File: config.mk
export PLATFORM = sky130hd
export DESIGN_NAME = comment_and_blank_line_stripper
export DESIGN_NICKNAME = d
export VERILOG_FILES = /design/src/hw/rtl/cbls_pkg.sv /design/src/hw/rtl/cbls_ctrl.sv /design/src/hw/rtl/cbls_dp.sv /design/src/hw/rtl/comment_and_blank_line_stripper.sv
export SDC_FILE = /design/constraint.sdc
export NUM_CORES = 1
export LEC_CHECK = 0
export BUFFER_PORTS_ARGS = -buffer_cell sky130_fd_sc_hd__buf_2
export CORE_UTILIZATION = 50
export CTS_CLUSTER_SIZE = 24
export DETAILED_ROUTE_END_ITERATION = 10
export PLACE_DENSITY = 0.71
export SLEW_MARGIN = 0
export SYNTH_ARGS = -nofsm -noshare
export SYNTH_HDL_FRONTEND = slang
export SYNTH_SLANG_ARGS = --single-unit
File: constraint.sdc
create_clock -name clk -period 4.95 [get_ports clk]
set_input_delay 0.495 -clock clk [delete_from_list [all_inputs] [get_ports clk]]
set_output_delay 0.495 -clock clk [all_outputs]
set_load 0.02 [all_outputs]
File: src/hw/rtl/cbls_pkg.sv
// Shared types and constants for the comment and blank-line stripper.
// No dependencies; imported by every module of the block.
package cbls_pkg;

  localparam int CBLS_PENDING_DEPTH = 32;
  localparam int POS_W              = 24;

  // Lexer modes
  localparam logic [2:0] MODE_NORMAL = 3'd0;
  localparam logic [2:0] MODE_SLASH  = 3'd1;
  localparam logic [2:0] MODE_LINE   = 3'd2;
  localparam logic [2:0] MODE_BLOCK  = 3'd3;
  localparam logic [2:0] MODE_BSTAR  = 3'd4;
  localparam logic [2:0] MODE_HALTED = 3'd5;

  // Result status codes
  localparam logic [1:0] ST_OK       = 2'd0;
  localparam logic [1:0] ST_FATAL    = 2'd1;
  localparam logic [1:0] ST_OVERFLOW = 2'd2;

  // Characters
  localparam logic [7:0] CH_SLASH = 8'h2F;
  localparam logic [7:0] CH_STAR  = 8'h2A;
  localparam logic [7:0] CH_NL    = 8'h0A;
  localparam logic [7:0] CH_SPACE = 8'h20;
  localparam logic [7:0] CH_TAB   = 8'h09;

  // One queued result, not from the whitespace buffer
  typedef struct packed {
    logic       vld;
    logic       bv;
    logic [1:0] st;
    logic [6:0] ch;
  } res_t;

  // Controller to datapath
  typedef struct packed {
    logic accept;
    logic emit;
  } ctrl_cmd_t;

  // Datapath to controller
  typedef struct packed {
    logic plan_any;   // incoming item yields at least one result
    logic more;       // more than one result still queued
    logic out_free;   // output register can take a result this cycle
  } dp_stat_t;

endpackage

File: src/hw/rtl/cbls_ctrl.sv
// Controller for the stripper: accept/emit sequencing.
// Depends on cbls_pkg.
module cbls_ctrl
  import cbls_pkg::*;
(
  input  logic      clk,
  input  logic      rst_n,
  input  logic      in_valid,
  output logic      in_stall,
  input  dp_stat_t  stat,
  output ctrl_cmd_t cmd
);

  localparam logic S_IDLE = 1'b0;
  localparam logic S_EMIT = 1'b1;

  logic state_r;
  logic state_nxt;

  assign in_stall   = (state_r != S_IDLE);
  assign cmd.accept = in_valid && (state_r == S_IDLE);
  assign cmd.emit   = (state_r == S_EMIT) && stat.out_free;

  always_comb begin
    state_nxt = state_r;
    case (state_r)
      S_IDLE: begin
        if (cmd.accept && stat.plan_any) state_nxt = S_EMIT;
      end
      S_EMIT: begin
        if (cmd.emit && !stat.more) state_nxt = S_IDLE;
      end
      default: state_nxt = S_IDLE;
    endcase
  end

  always_ff @(posedge clk) begin
    if (!rst_n) begin
      state_r <= S_IDLE;
    end else begin
      state_r <= state_nxt;
    end
  end

endmodule

File: src/hw/rtl/cbls_dp.sv
// Datapath for the stripper: lexer state, whitespace buffer, result queue,
// output register. Depends on cbls_pkg.
module cbls_dp
  import cbls_pkg::*;
#(
  parameter int PENDING_DEPTH = CBLS_PENDING_DEPTH
) (
  input  logic             clk,
  input  logic             rst_n,
  input  ctrl_cmd_t        cmd,
  output dp_stat_t         stat,
  input  logic [7:0]       in_src_byte,
  input  logic             in_end_of_source,
  output logic             out_valid,
  input  logic             out_stall,
  output logic [6:0]       out_byte,
  output logic             out_byte_valid,
  output logic             out_last,
  output logic [1:0]       out_status,
  output logic [POS_W-1:0] out_error_line,
  output logic [POS_W-1:0] out_error_column,
  output logic             out_done_res
);

  localparam int CNT_W = $clog2(PENDING_DEPTH + 1);
  localparam logic [POS_W-1:0] POS_MAX = {POS_W{1'b1}};

  // Lexer state
  logic [2:0]               mode_r, mode_nxt;
  logic                     lcs_r, lcs_nxt;
  logic [CNT_W-1:0]         cnt_r, cnt_nxt;
  logic [POS_W-1:0]         line_r, line_nxt;
  logic [POS_W-1:0]         col_r, col_nxt;
  logic [PENDING_DEPTH-1:0] kinds_r, kinds_nxt;

  // Result queue of the item in flight
  logic [CNT_W-1:0]         fl_r, fl_nxt;
  res_t                     t0_r, t0_nxt, t1_r, t1_nxt;
  logic                     done_r, done_nxt;
  logic [POS_W-1:0]         eline_r, eline_nxt;
  logic [POS_W-1:0]         ecol_r, ecol_nxt;

  // Output register
  logic                     ov_r, ov_nxt;
  logic [6:0]               ob_r, ob_nxt;
  logic                     obv_r, obv_nxt;
  logic                     olast_r, olast_nxt;
  logic [1:0]               ost_r, ost_nxt;
  logic [POS_W-1:0]         oline_r, oline_nxt;
  logic [POS_W-1:0]         ocol_r, ocol_nxt;
  logic                     odone_r, odone_nxt;

  // Per-item decode
  logic [2:0]       m;
  logic             lcs;
  logic [CNT_W-1:0] cnt;
  logic             flush, wr, take;
  res_t             t0, t1, r;
  res_t             sel;
  logic [7:0]       c;

  assign c = in_src_byte;

  // Decode of the incoming item against the current lexer state
  always_comb begin
    m     = mode_r;
    lcs   = lcs_r;
    cnt   = cnt_r;
    flush = 1'b0;
    wr    = 1'b0;
    take  = 1'b0;
    t0    = '0;
    t1    = '0;
    r     = '0;
    if (mode_r == MODE_HALTED) begin
      t0 = '{vld: 1'b1, bv: 1'b0, st: ST_FATAL, ch: 7'd0};
    end else if (in_end_of_source) begin
      flush = 1'b1;
      if (mode_r == MODE_SLASH) begin
        t0 = '{vld: 1'b1, bv: 1'b1, st: ST_OK, ch: CH_SLASH[6:0]};
      end else if (cnt_r == '0) begin
        t0 = '{vld: 1'b1, bv: 1'b0, st: ST_OK, ch: 7'd0};
      end
      m   = MODE_NORMAL;
      lcs = 1'b0;
      cnt = '0;
    end else begin
      case (mode_r)
        MODE_LINE: begin
          if (c == CH_NL) begin
            m = MODE_NORMAL;
            if (lcs_r) t0 = '{vld: 1'b1, bv: 1'b1, st: ST_OK, ch: CH_NL[6:0]};
            cnt = '0;
            lcs = 1'b0;
          end
        end
        MODE_BLOCK: begin
          if (c == CH_STAR) m = MODE_BSTAR;
        end
        MODE_BSTAR: begin
          if (c == CH_SLASH) m = MODE_NORMAL;
          else if (c != CH_STAR) m = MODE_BLOCK;
        end
        default: begin
          take = 1'b1;
          if (mode_r == MODE_SLASH) begin
            if (c == CH_SLASH) begin
              m    = MODE_LINE;
              take = 1'b0;
            end else if (c == CH_STAR) begin
              m    = MODE_BLOCK;
              take = 1'b0;
            end else begin
              // held slash was content after all
              m     = MODE_NORMAL;
              flush = 1'b1;
              cnt   = '0;
              lcs   = 1'b1;
              t0    = '{vld: 1'b1, bv: 1'b1, st: ST_OK, ch: CH_SLASH[6:0]};
            end
          end
          if (take) begin
            if (c[7]) begin
              cnt = '0;
              m   = MODE_HALTED;
              r   = '{vld: 1'b1, bv: 1'b0, st: ST_FATAL, ch: 7'd0};
            end else if (c == CH_SLASH) begin
              m = MODE_SLASH;
            end else if (c == CH_NL) begin
              if (lcs) r = '{vld: 1'b1, bv: 1'b1, st: ST_OK, ch: CH_NL[6:0]};
              cnt = '0;
              lcs = 1'b0;
            end else if (c inside {CH_SPACE, CH_TAB}) begin
              if (lcs) begin
                r = '{vld: 1'b1, bv: 1'b1, st: ST_OK, ch: c[6:0]};
              end else if (cnt_r < CNT_W'(PENDING_DEPTH)) begin
                wr  = 1'b1;
                cnt = cnt_r + CNT_W'(1);
              end else begin
                r = '{vld: 1'b1, bv: 1'b0, st: ST_OVERFLOW, ch: 7'd0};
              end
            end else begin
              flush = 1'b1;
              cnt   = '0;
              lcs   = 1'b1;
              r     = '{vld: 1'b1, bv: 1'b1, st: ST_OK, ch: c[6:0]};
            end
            if (t0.vld) t1 = r;
            else t0 = r;
          end
        end
      endcase
    end
  end

  // Next emitted result: buffered whitespace first, then t0, then t1
  always_comb begin
    if (fl_r != '0) begin
      sel = '{vld: 1'b1, bv: 1'b1, st: ST_OK,
              ch: (kinds_r[0] ? CH_TAB[6:0] : CH_SPACE[6:0])};
    end else if (t0_r.vld) begin
      sel = t0_r;
    end else begin
      sel = t1_r;
    end
  end

  assign stat.plan_any = (flush && (cnt_r != '0)) || t0.vld || t1.vld;
  assign stat.more     = (fl_r > CNT_W'(1)) || ((fl_r != '0) && t0_r.vld)
                         || (t0_r.vld && t1_r.vld);
  assign stat.out_free = !ov_r || !out_stall;

  always_comb begin
    mode_nxt  = mode_r;
    lcs_nxt   = lcs_r;
    cnt_nxt   = cnt_r;
    line_nxt  = line_r;
    col_nxt   = col_r;
    kinds_nxt = kinds_r;
    fl_nxt    = fl_r;
    t0_nxt    = t0_r;
    t1_nxt    = t1_r;
    done_nxt  = done_r;
    eline_nxt = eline_r;
    ecol_nxt  = ecol_r;
    ov_nxt    = ov_r && out_stall;
    ob_nxt    = ob_r;
    obv_nxt   = obv_r;
    olast_nxt = olast_r;
    ost_nxt   = ost_r;
    oline_nxt = oline_r;
    ocol_nxt  = ocol_r;
    odone_nxt = odone_r;

    if (cmd.accept) begin
      mode_nxt  = m;
      lcs_nxt   = lcs;
      cnt_nxt   = cnt;
      fl_nxt    = flush ? cnt_r : '0;
      t0_nxt    = t0;
      t1_nxt    = t1;
      done_nxt  = in_end_of_source;
      eline_nxt = line_r;
      ecol_nxt  = col_r;
      for (int i = 0; i < PENDING_DEPTH; i++) begin
        if (wr && (cnt_r == CNT_W'(i))) kinds_nxt[i] = (c == CH_TAB);
      end
      if (mode_r != MODE_HALTED) begin
        if (in_end_of_source) begin
          line_nxt = POS_W'(1);
          col_nxt  = POS_W'(1);
        end else if (m != MODE_HALTED) begin
          if (c == CH_NL) begin
            if (line_r != POS_MAX) line_nxt = line_r + POS_W'(1);
            col_nxt = POS_W'(1);
          end else if (col_r != POS_MAX) begin
            col_nxt = col_r + POS_W'(1);
          end
        end
      end
    end

    if (cmd.emit) begin
      ov_nxt    = 1'b1;
      ob_nxt    = sel.ch;
      obv_nxt   = sel.bv;
      ost_nxt   = sel.st;
      olast_nxt = !stat.more;
      odone_nxt = !stat.more && done_r;
      oline_nxt = (sel.st != ST_OK) ? eline_r : '0;
      ocol_nxt  = (sel.st != ST_OK) ? ecol_r : '0;
      if (fl_r != '0) begin
        fl_nxt    = fl_r - CNT_W'(1);
        kinds_nxt = kinds_r >> 1;
      end else begin
        t0_nxt = t1_r;
        t1_nxt = '0;
      end
    end
  end

  always_ff @(posedge clk) begin
    if (!rst_n) begin
      mode_r <= MODE_NORMAL;
      lcs_r  <= 1'b0;
      cnt_r  <= '0;
      line_r <= POS_W'(1);
      col_r  <= POS_W'(1);
      fl_r   <= '0;
      t0_r   <= '0;
      t1_r   <= '0;
      ov_r   <= 1'b0;
    end else begin
      mode_r <= mode_nxt;
      lcs_r  <= lcs_nxt;
      cnt_r  <= cnt_nxt;
      line_r <= line_nxt;
      col_r  <= col_nxt;
      fl_r   <= fl_nxt;
      t0_r   <= t0_nxt;
      t1_r   <= t1_nxt;
      ov_r   <= ov_nxt;
    end
  end

  always_ff @(posedge clk) begin
    kinds_r <= kinds_nxt;
    done_r  <= done_nxt;
    eline_r <= eline_nxt;
    ecol_r  <= ecol_nxt;
    ob_r    <= ob_nxt;
    obv_r   <= obv_nxt;
    olast_r <= olast_nxt;
    ost_r   <= ost_nxt;
    oline_r <= oline_nxt;
    ocol_r  <= ocol_nxt;
    odone_r <= odone_nxt;
  end

  assign out_valid        = ov_r;
  assign out_byte         = ob_r;
  assign out_byte_valid   = obv_r;
  assign out_last         = olast_r;
  assign out_status       = ost_r;
  assign out_error_line   = oline_r;
  assign out_error_column = ocol_r;
  assign out_done_res     = odone_r;

endmodule

File: src/hw/rtl/comment_and_blank_line_stripper.sv
// Top level of the comment and blank-line stripper.
// Depends on cbls_pkg, cbls_ctrl and cbls_dp.
//
// Streams C-like source one byte per input transfer and returns the cleaned
// text, one character per output transfer. Line comments are cut before their
// newline, block comments vanish with any newlines inside them, and lines that
// hold only spaces and tabs are dropped. Leading whitespace sits in a
// PENDING_DEPTH-entry buffer until the line shows content; a leading blank
// that finds it full is dropped and reported with status overflow. A byte
// above 127 outside comments yields one fatal result with its 1-based line
// and column, after which every transfer answers fatal until reset. An input
// with in_end_of_source set flushes held whitespace and a held slash, marks
// its final result with out_done_res, and returns the block to its reset
// state. out_last flags the final result of each input transfer; a transfer
// that yields nothing (comment bytes, buffered blanks) gives no result.
// An input that yields no result leaves the block ready for the next one;
// one that yields N results is accepted, then its results go in turn into
// the single output register. N is at most PENDING_DEPTH+2, bounded by the
// buffered-whitespace flush, which leaves the buffer one entry per cycle
// through a shift line unless out_stall holds it. The next transfer is taken
// as soon as the last result has been loaded, even if it still waits.
module comment_and_blank_line_stripper
  import cbls_pkg::*;
#(
  parameter int PENDING_DEPTH = CBLS_PENDING_DEPTH
) (
  input  logic             clk,
  input  logic             rst_n,
  // input channel
  input  logic             in_valid,
  output logic             in_stall,
  input  logic [7:0]       in_src_byte,
  input  logic             in_end_of_source,
  // result channel
  output logic             out_valid,
  input  logic             out_stall,
  output logic [6:0]       out_byte,
  output logic             out_byte_valid,
  output logic             out_last,
  output logic [1:0]       out_status,
  output logic [POS_W-1:0] out_error_line,
  output logic [POS_W-1:0] out_error_column,
  output logic             out_done_res
);

  ctrl_cmd_t cmd;
  dp_stat_t  stat;

  // sequencing: accept one transfer, then drain its results
  cbls_ctrl u_ctrl (
    .clk      (clk),
    .rst_n    (rst_n),
    .in_valid (in_valid),
    .in_stall (in_stall),
    .stat     (stat),
    .cmd      (cmd)
  );

  // lexer, whitespace buffer and output register
  cbls_dp #(
    .PENDING_DEPTH (PENDING_DEPTH)
  ) u_dp (
    .clk              (clk),
    .rst_n            (rst_n),
    .cmd              (cmd),
    .stat             (stat),
    .in_src_byte      (in_src_byte),
    .in_end_of_source (in_end_of_source),
    .out_valid        (out_valid),
    .out_stall        (out_stall),
    .out_byte         (out_byte),
    .out_byte_valid   (out_byte_valid),
    .out_last         (out_last),
    .out_status       (out_status),
    .out_error_line   (out_error_line),
    .out_error_column (out_error_column),
    .out_done_res     (out_done_res)
  );

endmodule

; Word-level counts from Yosys, hierarchy flattened
; Cells that the tools add are included.
[totals]
ff_bits = 229
input_bits = 13
output_inout_bits = 62
word_cells = 298
[op_classes]
addsub = 4
n_lt_le_gt_ge = 2
eq_ne = 48
mux = 152
n_bitwise = 2
reduce_logical = 63
[ops]
columns = cell, count
row1 = $mux W11, 32
row2 = $mux W24, 8
row3 = $mux W6, 17
row4 = $eq A6 B5 Y1 const B, 16
row5 = $mux W32, 3
row6 = $mux W1, 73
row7 = $add A24 B1 Y24 const B, 2
row8 = $eq A6 B4 Y1 const B, 8
row9 = $ne A24 B24 Y1 const B, 2
row10 = $logic_and A1 B1 Y1, 41
row11 = $mux W3, 11
row12 = $eq A6 B3 Y1 const B, 4
row13 = $eq A8 B6 Y1 const B, 3
row14 = $pmux W11 S2, 1
row15 = $eq A8 B4 Y1 const B, 2
row16 = $eq A6 B2 Y1 const B, 2
row17 = $pmux W6 S2, 1
row18 = $reduce_bool A6 Y1, 2
row19 = $mux W10, 1
row20 = $reduce_bool A2 Y1, 5
row21 = $mux W9, 1
row22 = $pmux W3 S3, 1
row23 = $ne A8 B6 Y1 const B, 1
row24 = $reduce_and A4 Y1, 2
row25 = 21 further kinds, 32

; Depth between registers and ports, before layout
; Gate-level depths: netlist of the first run.
[logic_depth]
word_depth = 22
depth_mapped = 10
depth_no_buf = 8

; By module
; A second synthesis of the first run with hierarchy kept.
[unflattened]
cells_unflattened = 988
area_unflattened_um2 = 10222.3
[modules_own_cells]
columns = mod, n_inst, cells_each, area_per_inst_um2, seq_area_each_um2
row1 = cbls_dp, 1, 981, 10164.7, 5655.4
row2 = cbls_ctrl, 1, 7, 57.6, 20.0

; Worst setup path after synthesis of the first run
; OpenSTA, ideal clock, no wires.
[synth_path]
path_type = register to register
startpoint = reg u_ctrl.state_r, in the netlist u_ctrl.in_stall
endpoint = reg u_dp.col_r[9]
setup_time_ns = 0.059
arrival_time_ns = 3.605
t_required_ns = 4.891
setup_slack_ns = 1.285
stages_incl_launch_ff = 10
n_path_buf = 2
period_less_slack_ns = 3.665
cell_sequence = dfxtp_1 nand2b_1 clkbuf_1 inv_1 clkbuf_1 and4_1 o311ai_0 o21ba_1 or4b_1 nand2_1
[synth_lines]
columns = item, line_no
row1 = from (decl), cbls_ctrl.sv:17  ; logic state_r;
row2 = from (signal assigned), cbls_ctrl.sv:41  ; state_r <= state_nxt;
row3 = to (signal assigned), cbls_dp.sv:258  ; col_r <= col_nxt;
row4 = to (decl), cbls_dp.sv:33  ; logic [POS_W-1:0] col_r, col_nxt;

==> metrics, run 1 <==
f_max=0.315 GHz; Placed Area=10700 sq um; hold_ws=0.226 ns; cts-stage hold buffer count=0; first-pass GRT wire length=36.9 mm; actual slew at the worst max-slew pin=1.05 ns; Worst setup SP type=register; fin area=11500 sq um; asr flop ratio synth=0%; Multi-input gate area=4220 sq um; CTS buffer count=25; Yosys reg bits=229; power per cell area=393 nW/um^2; hold crit path type=in -> reg; Final Wtd Congestion=0.901; CTS sink count=229; layout cells sized above 1=13.0%; sequential area share after synthesis=55.7%; Setup Viol. Count Final=0; Die Span X=145 um; GRT Resource Usage Total=22.4%; pin count of the biggest net entering global routing=62; Post-Route Utilization=58.4%; CTS Root Cell=clkbuf_16; Peak VDD IR=273 uV; Vias=7937; Mapped Cells=1007; setup_tns=0 ns; Synthesis Warnings=0; clock share of power=40.0%; clock latency on the worst-skew pair=0.52 ns; Mapped Area=10200 sq um; Leak=4.02 nW; vias in the first global route=7256; dpl hpwl=15.2 mm; Max Buffers Root-to-Sink=3; Sequential Power Share=50.5%; max incr delay on CP=0.86 ns; ant diodes=0; Core ar.=19700 sq um; final WL=23.1 mm; H-tree depth=1; Die Area=20900 sq um; CP delay by family, top=simple AND/OR/NAND/NOR gates; number of setup buffers added after CTS=0; Place WS=1.76 ns; Comb pwr share=9.5%; prevailing post-synth register cell=dfxtp_1; WHS Path Cells=3; CP arrival=3.38 ns; Final period util=64.2%; DR vias/cell=5.88; non-filler cells, final=1349; WP data required=5.16 ns; Worst Hold End=u_dp.out_valid; reg2reg start=u_dp.fl_r[0]; Die Span Y=145 um; Area contributors post-synth=edfxtp_1 32%, dfxtp_1 24%, a21oi_1 5.4%, nor2_1 4.1%, nor2b_1 3.4%; R2R setup slack=1.77 ns; Cell Count Post-Placement=1304; Pint=3.42 mW; Max-Cap Viols=0; final hold vios=0; Final ANT Viol Nets=0; switching power=1.11 mW; fin. max-slew vios=0; Max stage delay cell, worst path=nor2_4; Setup Crit Path Kind=reg -> reg; sw frac=24.4%; Overall Power=4.53 mW; clk_skew=0.0114 ns; Critical Path Sink Type=register; Buf/Inv on CP=2; Slew headroom=30.1%; initial core utilization=51.6%; CTS tree=done; crit-path cells=inv_1 -> ha_1 -> inv_1 -> or2_0 -> nor2_1 -> nor2_4 -> nor2b_1; I/O Pins=75; Port Buffers=74; remaining global-route overflow=0; crit-path max FO=48; status=finished clean; library cells used by synthesis=78; # rows=51; start point of the worst hold path=out_stall; Syn Area/Cell=10.1 sq um; Final min period=3.18 ns; Syn Nets=1028; Synth area leader=edfxtp_1; Detailed Route Iter0 Violations=775; Reg area=5680 sq um; worst reg-to-reg path cell count=7; Setup WS post-layout=1.77 ns; DR pass1 iterations=6; unrepaired setup endpoints after global routing=no; DR DRC count=0; FF-to-FF End=u_dp.out_error_column[23]; EDFF count, synth=109; Area growth syn-to-layout=13.2%; post-CTS sizing=0; area share of the largest cell type after synthesis=32.1%; antenna violations before repair=0; WL per Instance=17.1 um; clock transition at the registers of the reported paths=0.06 ns; FILL cells=1687; Crit path top cell by count=inv_1; nets=1087
==> cell usage in the layout, fill, tap and decap left out, types with 5 or more instances in the layout <==
| cell type | n |
|---|---|
| nand4_1 | 15 |
| and3_1 | 11 |
| mux2i_1 | 14 |
| edfxtp_1 | 109 |
| a211oi_1 | 5 |
| clkbuf_1 | 7 |
| ha_1 | 8 |
| o211ai_1 | 5 |
| buf_2 | 74 |
| a221oi_1 | 6 |
| nor4_1 | 15 |
| and4_1 | 6 |
| nand2b_1 | 8 |
| dfxtp_1 | 120 |
| inv_1 | 16 |
| xnor2_1 | 20 |
| a31oi_1 | 14 |
| o21ai_1 | 15 |
| nor2b_1 | 55 |
| nor2_1 | 108 |
| a21oi_1 | 109 |
| and2_1 | 7 |
| nor3_1 | 18 |
| clkinv_1 | 6 |
| o21ai_0 | 49 |
| o31ai_1 | 8 |
| nand3_1 | 29 |
| xor2_1 | 5 |
| buf_4 | 8 |
| clkbuf_16 | 25 |
| or3_1 | 17 |
| nand2_1 | 69 |
| or4_1 | 14 |
==> cells by family (layout without fill, tap and decap cells) <==
group / count (synthesis) / after routing / synth area share, %
flip-flops: 229 / 229 / 55.7
AND/OR/NAND/NOR: 409 / 409 / 21.7
buffers and inverters: 68 / 145 / 2.92
AO/OA/AOI/OAI: 254 / 254 / 15.2
multiplexers: 14 / 14 / 1.38
adder cells (fa/ha/maj): 8 / 8 / 0.983
XOR/XNOR: 25 / 25 / 2.15
==> state kept, by name, indices dropped and copies added, names as in the netlist, 6 cells and up <==
signal,flops
u_dp.cnt_r,6
u_dp.col_r,24
u_dp.ecol_r,24
u_dp.eline_r,24
u_dp.fl_r,6
u_dp.kinds_r,32
u_dp.line_r,24
u_dp.out_byte,7
u_dp.out_error_column,24
u_dp.out_error_line,24
u_dp.t0_r,11
u_dp.t1_r,11
==> layout make-up <==
cell class / instances / area share [%]
Clock inverter: 13 / 1.26
Tap cell: 265 / 2.88
Sequential cell: 229 / 49.2
Inverter: 18 / 0.586
Timing Repair Buffer: 82 / 3.73
Clock buffer: 32 / 5.66
Multi-Input combinational cell: 710 / 36.6
==> cells in the mapped netlist (all sizes together) (7+ instances only) <==
master and instances:
nor3 20, nor2 110, ha 8, inv 18, nand4 15, nand3 29, o21ai 67, a31oi 15
xnor2 20, or4 14, or3 17, o31ai 8, nand2 69, buf 13, nor2b 55, dfxtp 120
clkbuf 37, edfxtp 109, and2 7, mux2i 14, nor4 17, a21oi 110, and3 11, nand2b 8
nor3b 7
==> worst reg2reg max path: stages (launching register included) <==
cell and delay [ns]:
dfxtp_1 0.42, inv_1 0.10, ha_1 0.25, inv_1 0.15, or2_0 0.61, nor2_1 0.27, nor2_4 0.86, nor2b_1 0.22
==> power by group through the flow <==
stage | registers, mW | logic, mW | clock network [mW]
floorplan | 2.32 | 0.299 | 0
global placement | 2.32 | 0.411 | 0
detailed placement | 2.32 | 0.426 | 0
CTS | 2.28 | 0.427 | 1.86
global route | 2.30 | 0.478 | 1.91
finish | 2.29 | 0.429 | 1.81
==> metal layers <==
metal / track usage, % / up-vias / part of all wire (%)
met1: 29.6 / 3818 / 46
li1: - / 3829 / -
met3: 4.24 / 45 / 5.4
met2: 36.9 / 245 / 47
met5: 0 / - / 0
met4: 7.20 / 0 / 2.5
==> worst max path at each step <==
stage	start	endpoint	slack, ns	depth (start not counted)
5_1_grt	u_dp.fl_r[0]	u_dp.out_error_column[23]	1.57	7
4_1_cts	u_dp.fl_r[0]	u_dp.out_error_column[23]	1.83	7
3_3_place_gp	in_valid	u_dp.fl_r[0]	1.83	8
6_report	u_dp.fl_r[0]	u_dp.out_error_column[23]	1.77	7
2_1_floorplan	u_ctrl.in_stall	u_dp.col_r[9]	1.29	9
3_5_place_dp	in_valid	u_dp.t0_r[1]	1.76	8
No activity file was read; power rests on OpenSTA's default activity.
==> inputs of run 2 (changes only) <==
==> constraint.sdc (replaced) <==
create_clock -name clk -period 3.1 [get_ports clk]
set_input_delay 0.31 -clock clk [delete_from_list [all_inputs] [get_ports clk]]
set_output_delay 0.31 -clock clk [all_outputs]
set_load 0.02 [all_outputs]
==> run 2 against run 1 <==
  * Setup slack worse by 1.4 ns
  * Non-clock buffer count up 21
  * Global-route usage up 0.57 points
  * Fmax up 15%
  * Total power up 63%
  * Sequential power up 59%
  * Cell count up 1.5%
  * Wire length up 1.2%
  * Via count up 0.62%
  * Die area unchanged
  * Critical path type unchanged
  * Largest cell class unchanged
  * Highest routed layer unchanged
==> metrics, run 2 (synthesis gave the netlist of run 1 again) <==
max FFs per register=32 (unchanged); clk_skew=0.0105 ns (was 0.0114 ns); vias in the first global route=7276 (was 7256); Sequential Power Share=49.4% (was 50.5%); fin. max-slew vios=0 (unchanged); hold crit path type=in -> reg (unchanged); Critical Path Sink Type=register (unchanged); unrepaired setup endpoints after global routing=no (unchanged); crit-path max FO=35 (was 48); Vias=7986 (was 7937); power per cell area=628 nW/um^2 (was 393 nW/um^2); Setup crit start=u_dp.mode_r[2] (was u_dp.fl_r[0]); post-CTS sizing=0 (unchanged); Final min period=2.77 ns (was 3.18 ns); actual slew at the worst max-slew pin=0.831 ns (was 1.05 ns); Setup WS post-layout=0.327 ns (was 1.77 ns); I/O Pins=75 (unchanged); CTS sink count=229 (unchanged); Max-Cap Viols=0 (unchanged); # rows=51 (unchanged); Die Span Y=145 um (unchanged); status=finished clean (unchanged); CTS tree=done (unchanged); Comb pwr share=9.6% (was 9.5%); FF-to-FF End=u_dp.col_r[15] (was u_dp.out_error_column[23]); CTS Root Cell=clkbuf_16 (unchanged); Setup Viol. Count Final=0 (unchanged); remaining global-route overflow=0 (unchanged); Final period util=89.4% (was 64.2%); Peak VDD IR=377 uV (was 273 uV); switching power=1.76 mW (was 1.11 mW); initial core utilization=51.6% (unchanged); Final Wtd Congestion=0.913 (was 0.901); Worst setup SP type=register (unchanged); Setup Crit Path Kind=reg -> reg (unchanged); f_max=0.361 GHz (was 0.315 GHz); Post-Route Utilization=59.5% (was 58.4%); worst reg-to-reg path cell count=7 (unchanged); WL per Instance=17.1 um (about the same); layout cells sized above 1=15.3% (was 13.0%); Reg area=5680 sq um (unchanged); dpl hpwl=15.8 mm (was 15.2 mm); Area growth syn-to-layout=15.3% (was 13.2%); most frequent cells in the layout=120 x dfxtp_1, 109 x a21oi_1, 109 x edfxtp_1 (unchanged); CTS buffer count=24 (was 25); final hold vios=0 (unchanged); WP data required=3.55 ns (was 5.16 ns); Max Buffers Root-to-Sink=3 (unchanged); DR vias/cell=5.83 (was 5.88); clock latency on the worst-skew pair=0.51 ns (was 0.52 ns); FILL cells=1654 (was 1687); setup_tns=0 ns (unchanged); pin count of the biggest net entering global routing=55 (was 62); Top reg by flops=u_dp.kinds_r (unchanged); DR pass1 iterations=5 (was 6); number of setup buffers added after CTS=0 (unchanged); Pint=5.61 mW (was 3.42 mW); Place WS=0.271 ns (was 1.76 ns); clock transition at the registers of the reported paths=0.06 ns (about the same); Die Span X=145 um (unchanged); nets=1107 (was 1087); Multi-input gate area=4220 sq um (unchanged); Slew headroom=44.4% (was 30.1%); antenna violations before repair=0 (unchanged); Leak=4.16 nW (was 4.02 nW); R2R setup slack=0.33 ns (was 1.77 ns); DR DRC count=0 (unchanged); Detailed Route Iter0 Violations=682 (was 775); clock share of power=40.9% (was 40.0%); Die Area=20900 sq um (unchanged); first-pass GRT wire length=37.6 mm (was 36.9 mm); Final ANT Viol Nets=0 (unchanged); most common cell after layout, fill and taps aside=dfxtp_1 (unchanged); Port Buffers=74 (unchanged); Core ar.=19700 sq um (unchanged); cts-stage hold buffer count=0 (unchanged); final WL=23.4 mm (was 23.1 mm); sw frac=23.9% (was 24.4%); Critical Path Sink=u_dp.col_r[15] (was u_dp.out_error_column[23]); reg2reg start=u_dp.mode_r[2] (was u_dp.fl_r[0]); CP arrival=3.22 ns (was 3.38 ns); ant diodes=0 (unchanged); GRT Resource Usage Total=22.9% (was 22.4%); H-tree depth=1 (unchanged)
==> run 2: power by group through the flow <==
| stage | Clock (mW) | Combinational [mW] | Sequential (mW) |
|---|---|---|---|
| after floorplan | 0 | 0.477 | 3.70 |
| after global placement | 0 | 0.692 | 3.69 |
| final | 3.02 | 0.711 | 3.64 |
| after detailed placement | 0 | 0.712 | 3.70 |
| after global routing | 3.20 | 0.804 | 3.67 |
| after CTS | 3.08 | 0.711 | 3.64 |
==> run 2: final cells by class <==
class	count	share of cell area [%]
multi-input cells	710	36.0
well taps	265	2.82
repair buffers	103	5.12
inverters	18	0.576
flip-flops and latches	229	48.3
clock inverters	12	1.44
clock buffers	32	5.72
==> run 2: worst min-delay path by stage <==
stage                      from              to  slack (ns)  cells after the start
6_report              out_stall  u_dp.out_valid        0.04                      3
5_1_grt               out_stall  u_dp.out_valid        0.03                      3
4_1_cts               out_stall  u_dp.out_valid        0.02                      3
3_5_place_dp       u_dp.t0_r[3]    u_dp.t0_r[3]        0.46                      2
3_3_place_gp       u_dp.t0_r[3]    u_dp.t0_r[3]        0.45                      2
2_1_floorplan  in_end_of_source     u_dp.done_r        0.41                      0
==> run 2: per-layer routing <==
layer | global-route usage (%) | part of all wire [%] | up-vias
li1 | - | - | 3867
met1 | 31.8 | 46 | 3793
met3 | 3.82 | 5.5 | 64
met5 | 0 | 0 | -
met4 | 9.03 | 3.1 | 0
met2 | 35.8 | 45 | 262
==> run 2: critical path: stages (launching register included) <==
cell and delay, ns:
dfxtp_1 0.48, nor3b_4 0.52, nand4_1 0.24, a31oi_2 0.34
o211ai_4 0.33, buf_4 0.29, or3_1 0.34, a21oi_1 0.15
==> run 2: through the flow <==
step	cells	power (mW)	hold slack (ns)	cell area, sq um
2_1_floorplan	1007	4.18	0.409	10200
3_3_place_gp	1325	4.38	0.451	10900
3_5_place_dp	1325	4.41	0.455	10900
4_1_cts	1369	7.43	0.0233	11700
5_1_grt	1369	7.68	0.0286	11700
6_report	1369	7.37	0.0379	11700
==> inputs of run 3 (changes only) <==
--- a/config.mk
+++ b/config.mk
@@ -6,6 +6,7 @@
 export NUM_CORES = 1
 export LEC_CHECK = 0
 export BUFFER_PORTS_ARGS = -buffer_cell sky130_fd_sc_hd__buf_2
+export CORE_ASPECT_RATIO = 0.75
 export CORE_UTILIZATION = 50
 export CTS_CLUSTER_SIZE = 24
 export DETAILED_ROUTE_END_ITERATION = 10
==> run 3 against run 2 <==
  * Register-to-register slack gained 0.02 ns
  * Utilization shrank 0.20 points
  * Die area barely moved
  * Count of clock-buffer cells in the layout down 6
  * Cell count hardly changed
  * Critical path type unchanged
  * Largest power group unchanged
==> metrics, run 3 (synthesis gave the netlist of run 1 again) <==
Critical Path Sink Type=register (unchanged); met3 GRT Util=3.93% (was 3.82%); met2 Resource Use GR=31.9% (was 35.8%); Top reg by flops=u_dp.kinds_r (unchanged); layout cells sized above 1=16.0% (was 15.3%); crit-path max FO=10 (was 35); initial core utilization=51.8% (was 51.6%); Area growth syn-to-layout=14.5% (was 15.3%); Max-Cap Viols=0 (unchanged); Setup Viol. Count Final=0 (unchanged); CTS Root Cell=clkbuf_16 (unchanged); antenna violations before repair=0 (unchanged); Core ar.=19700 sq um (about the same); WL per Instance=17.6 um (was 17.1 um); most frequent cells in the layout=120 x dfxtp_1, 109 x a21oi_1, 109 x edfxtp_1 (unchanged); cts-stage hold buffer count=0 (unchanged); Worst setup SP type=register (unchanged); Setup WS post-layout=0.347 ns (was 0.327 ns); FILL cells=1658 (was 1654); I/O Pins=75 (unchanged); final WL=24.1 mm (was 23.4 mm); CTS sink count=229 (unchanged); GR met1 Demand/Resource=37.5% (was 31.8%); Setup Crit Path Kind=reg -> reg (unchanged); Detailed Route Iter0 Violations=850 (was 682); Final Wtd Congestion=0.928 (was 0.913); dpl hpwl=16.9 mm (was 15.8 mm); max FFs per register=32 (unchanged); hold crit path type=in -> reg (unchanged); status=finished clean (unchanged); Die Span Y=126 um (was 145 um); WP data required=3.53 ns (was 3.55 ns); Vias=8037 (was 7986); clock latency on the worst-skew pair=0.51 ns (about the same); DR pass1 iterations=6 (was 5); setup_tns=0 ns (unchanged); GR peak layer=met1 (was met2); Place WS=0.269 ns (was 0.271 ns); Slew headroom=33.7% (was 44.4%); power per cell area=593 nW/um^2 (was 628 nW/um^2); CTS tree=done (unchanged); Die Span X=167 um (was 145 um); final hold vios=0 (unchanged); Max Buffers Root-to-Sink=3 (unchanged); first-pass GRT wire length=38.9 mm (was 37.6 mm); actual slew at the worst max-slew pin=0.994 ns (was 0.831 ns); fin. max-slew vios=0 (unchanged); Leak=4.16 nW (about the same); most common cell after layout, fill and taps aside=dfxtp_1 (unchanged); pin count of the biggest net entering global routing=49 (was 55); # rows=44 (was 51); H-tree depth=1 (unchanged); Port Buffers=74 (unchanged); Final ANT Viol Nets=0 (unchanged); vias in the first global route=7273 (was 7276); GRT Resource Usage Total=23.2% (was 22.9%); Final min period=2.75 ns (was 2.77 ns); clk_skew=0.0125 ns (was 0.0105 ns); f_max=0.363 GHz (was 0.361 GHz); DR vias/cell=5.88 (was 5.83); Peak VDD IR=361 uV (was 377 uV); Final period util=88.8% (was 89.4%); DR DRC count=0 (unchanged); ant diodes=0 (unchanged); CTS buffer count=23 (was 24); CP arrival=3.19 ns (was 3.22 ns); unrepaired setup endpoints after global routing=no (unchanged); nets=1120 (was 1107); clock transition at the registers of the reported paths=0.06 ns (about the same); Die Area=20900 sq um (about the same); remaining global-route overflow=0 (unchanged)
[run 3: cell types whose count changed in the layout (fill, tap and decap cells not counted)]
cell / before / now
buf_4: 28 / 42
bufinv_16: 4 / 0
clkinv_1: 0 / 4
clkbuf_1: 5 / 3
clkbuf_16: 25 / 23
clkbuf_8: 2 / 0
inv_6: 0 / 2
clkinv_2: 5 / 6
clkinv_4: 1 / 2
clkinvlp_4: 2 / 1
[run 3: worst max-delay path, cell delays in order, from the launching register on]
cell	delay (ns)
dfxtp_1	0.59
buf_4	0.24
xor2_1	0.08
or4_1	0.49
nand4b_1	0.37
nor3b_2	0.57
a21oi_1	0.15
a21oi_1	0.18
[run 3: through the flow]
stage | instances | util (%) | power (mW) | cell area (sq um) | hold WS (ns)
detailed placement | 1325 | 55.8 | 4.43 | 11000 | 0.444
CTS | 1366 | 59.3 | 6.94 | 11600 | 0.0612
global route | 1368 | 59.3 | 7.20 | 11700 | 0.0953
finish | 1368 | 59.3 | 6.92 | 11700 | 0.0713
floorplan | 1007 | - | 4.18 | 10200 | 0.409
global placement | 1325 | 55.8 | 4.41 | 11000 | 0.438
[run 3: worst paths after layout]
check	start	to	slack [ns]	depth (start not counted)
min	out_stall	u_dp.out_valid	0.07	3
max reg2reg	u_dp.mode_r[1]	u_dp.kinds_r[4]	0.35	7
min reg2reg	u_dp.kinds_r[16]	u_dp.kinds_r[15]	0.47	1
max	u_dp.mode_r[1]	u_dp.kinds_r[4]	0.35	7
[run 3: power by group]
| group | switching [mW] | leakage, nW | internal, mW |
|---|---|---|---|
| logic | 0.477 | 1.76 | 0.278 |
| registers | 0.142 | 2.06 | 3.49 |
| clock network | 1.16 | 0.334 | 1.37 |
| total | 1.78 | 4.16 | 5.14 |
[run 3: cell type report]
cell class | instances | area [sq um] | area share, %
clock buffers | 26 | 587 | 5.03
clock inverters | 15 | 87.6 | 0.751
inverters | 18 | 67.6 | 0.579
multi-input cells | 710 | 4220 | 36.2
flip-flops and latches | 229 | 5680 | 48.7
well taps | 253 | 317 | 2.71
repair buffers | 117 | 706 | 6.05
[run 3: metal layers]
| layer | wire, um | vias up |
|---|---|---|
| met5 | 0 | - |
| met4 | 409 | 0 |
| met3 | 2180 | 29 |
| met2 | 9400 | 336 |
| met1 | 12100 | 3767 |
| li1 | - | 3905 |
[run 3: what timing repair did]
action / CTS / global route
buffers inserted: 0 / 2
setup endpoints to repair: 0 / 1
resized for setup: 0 / 0
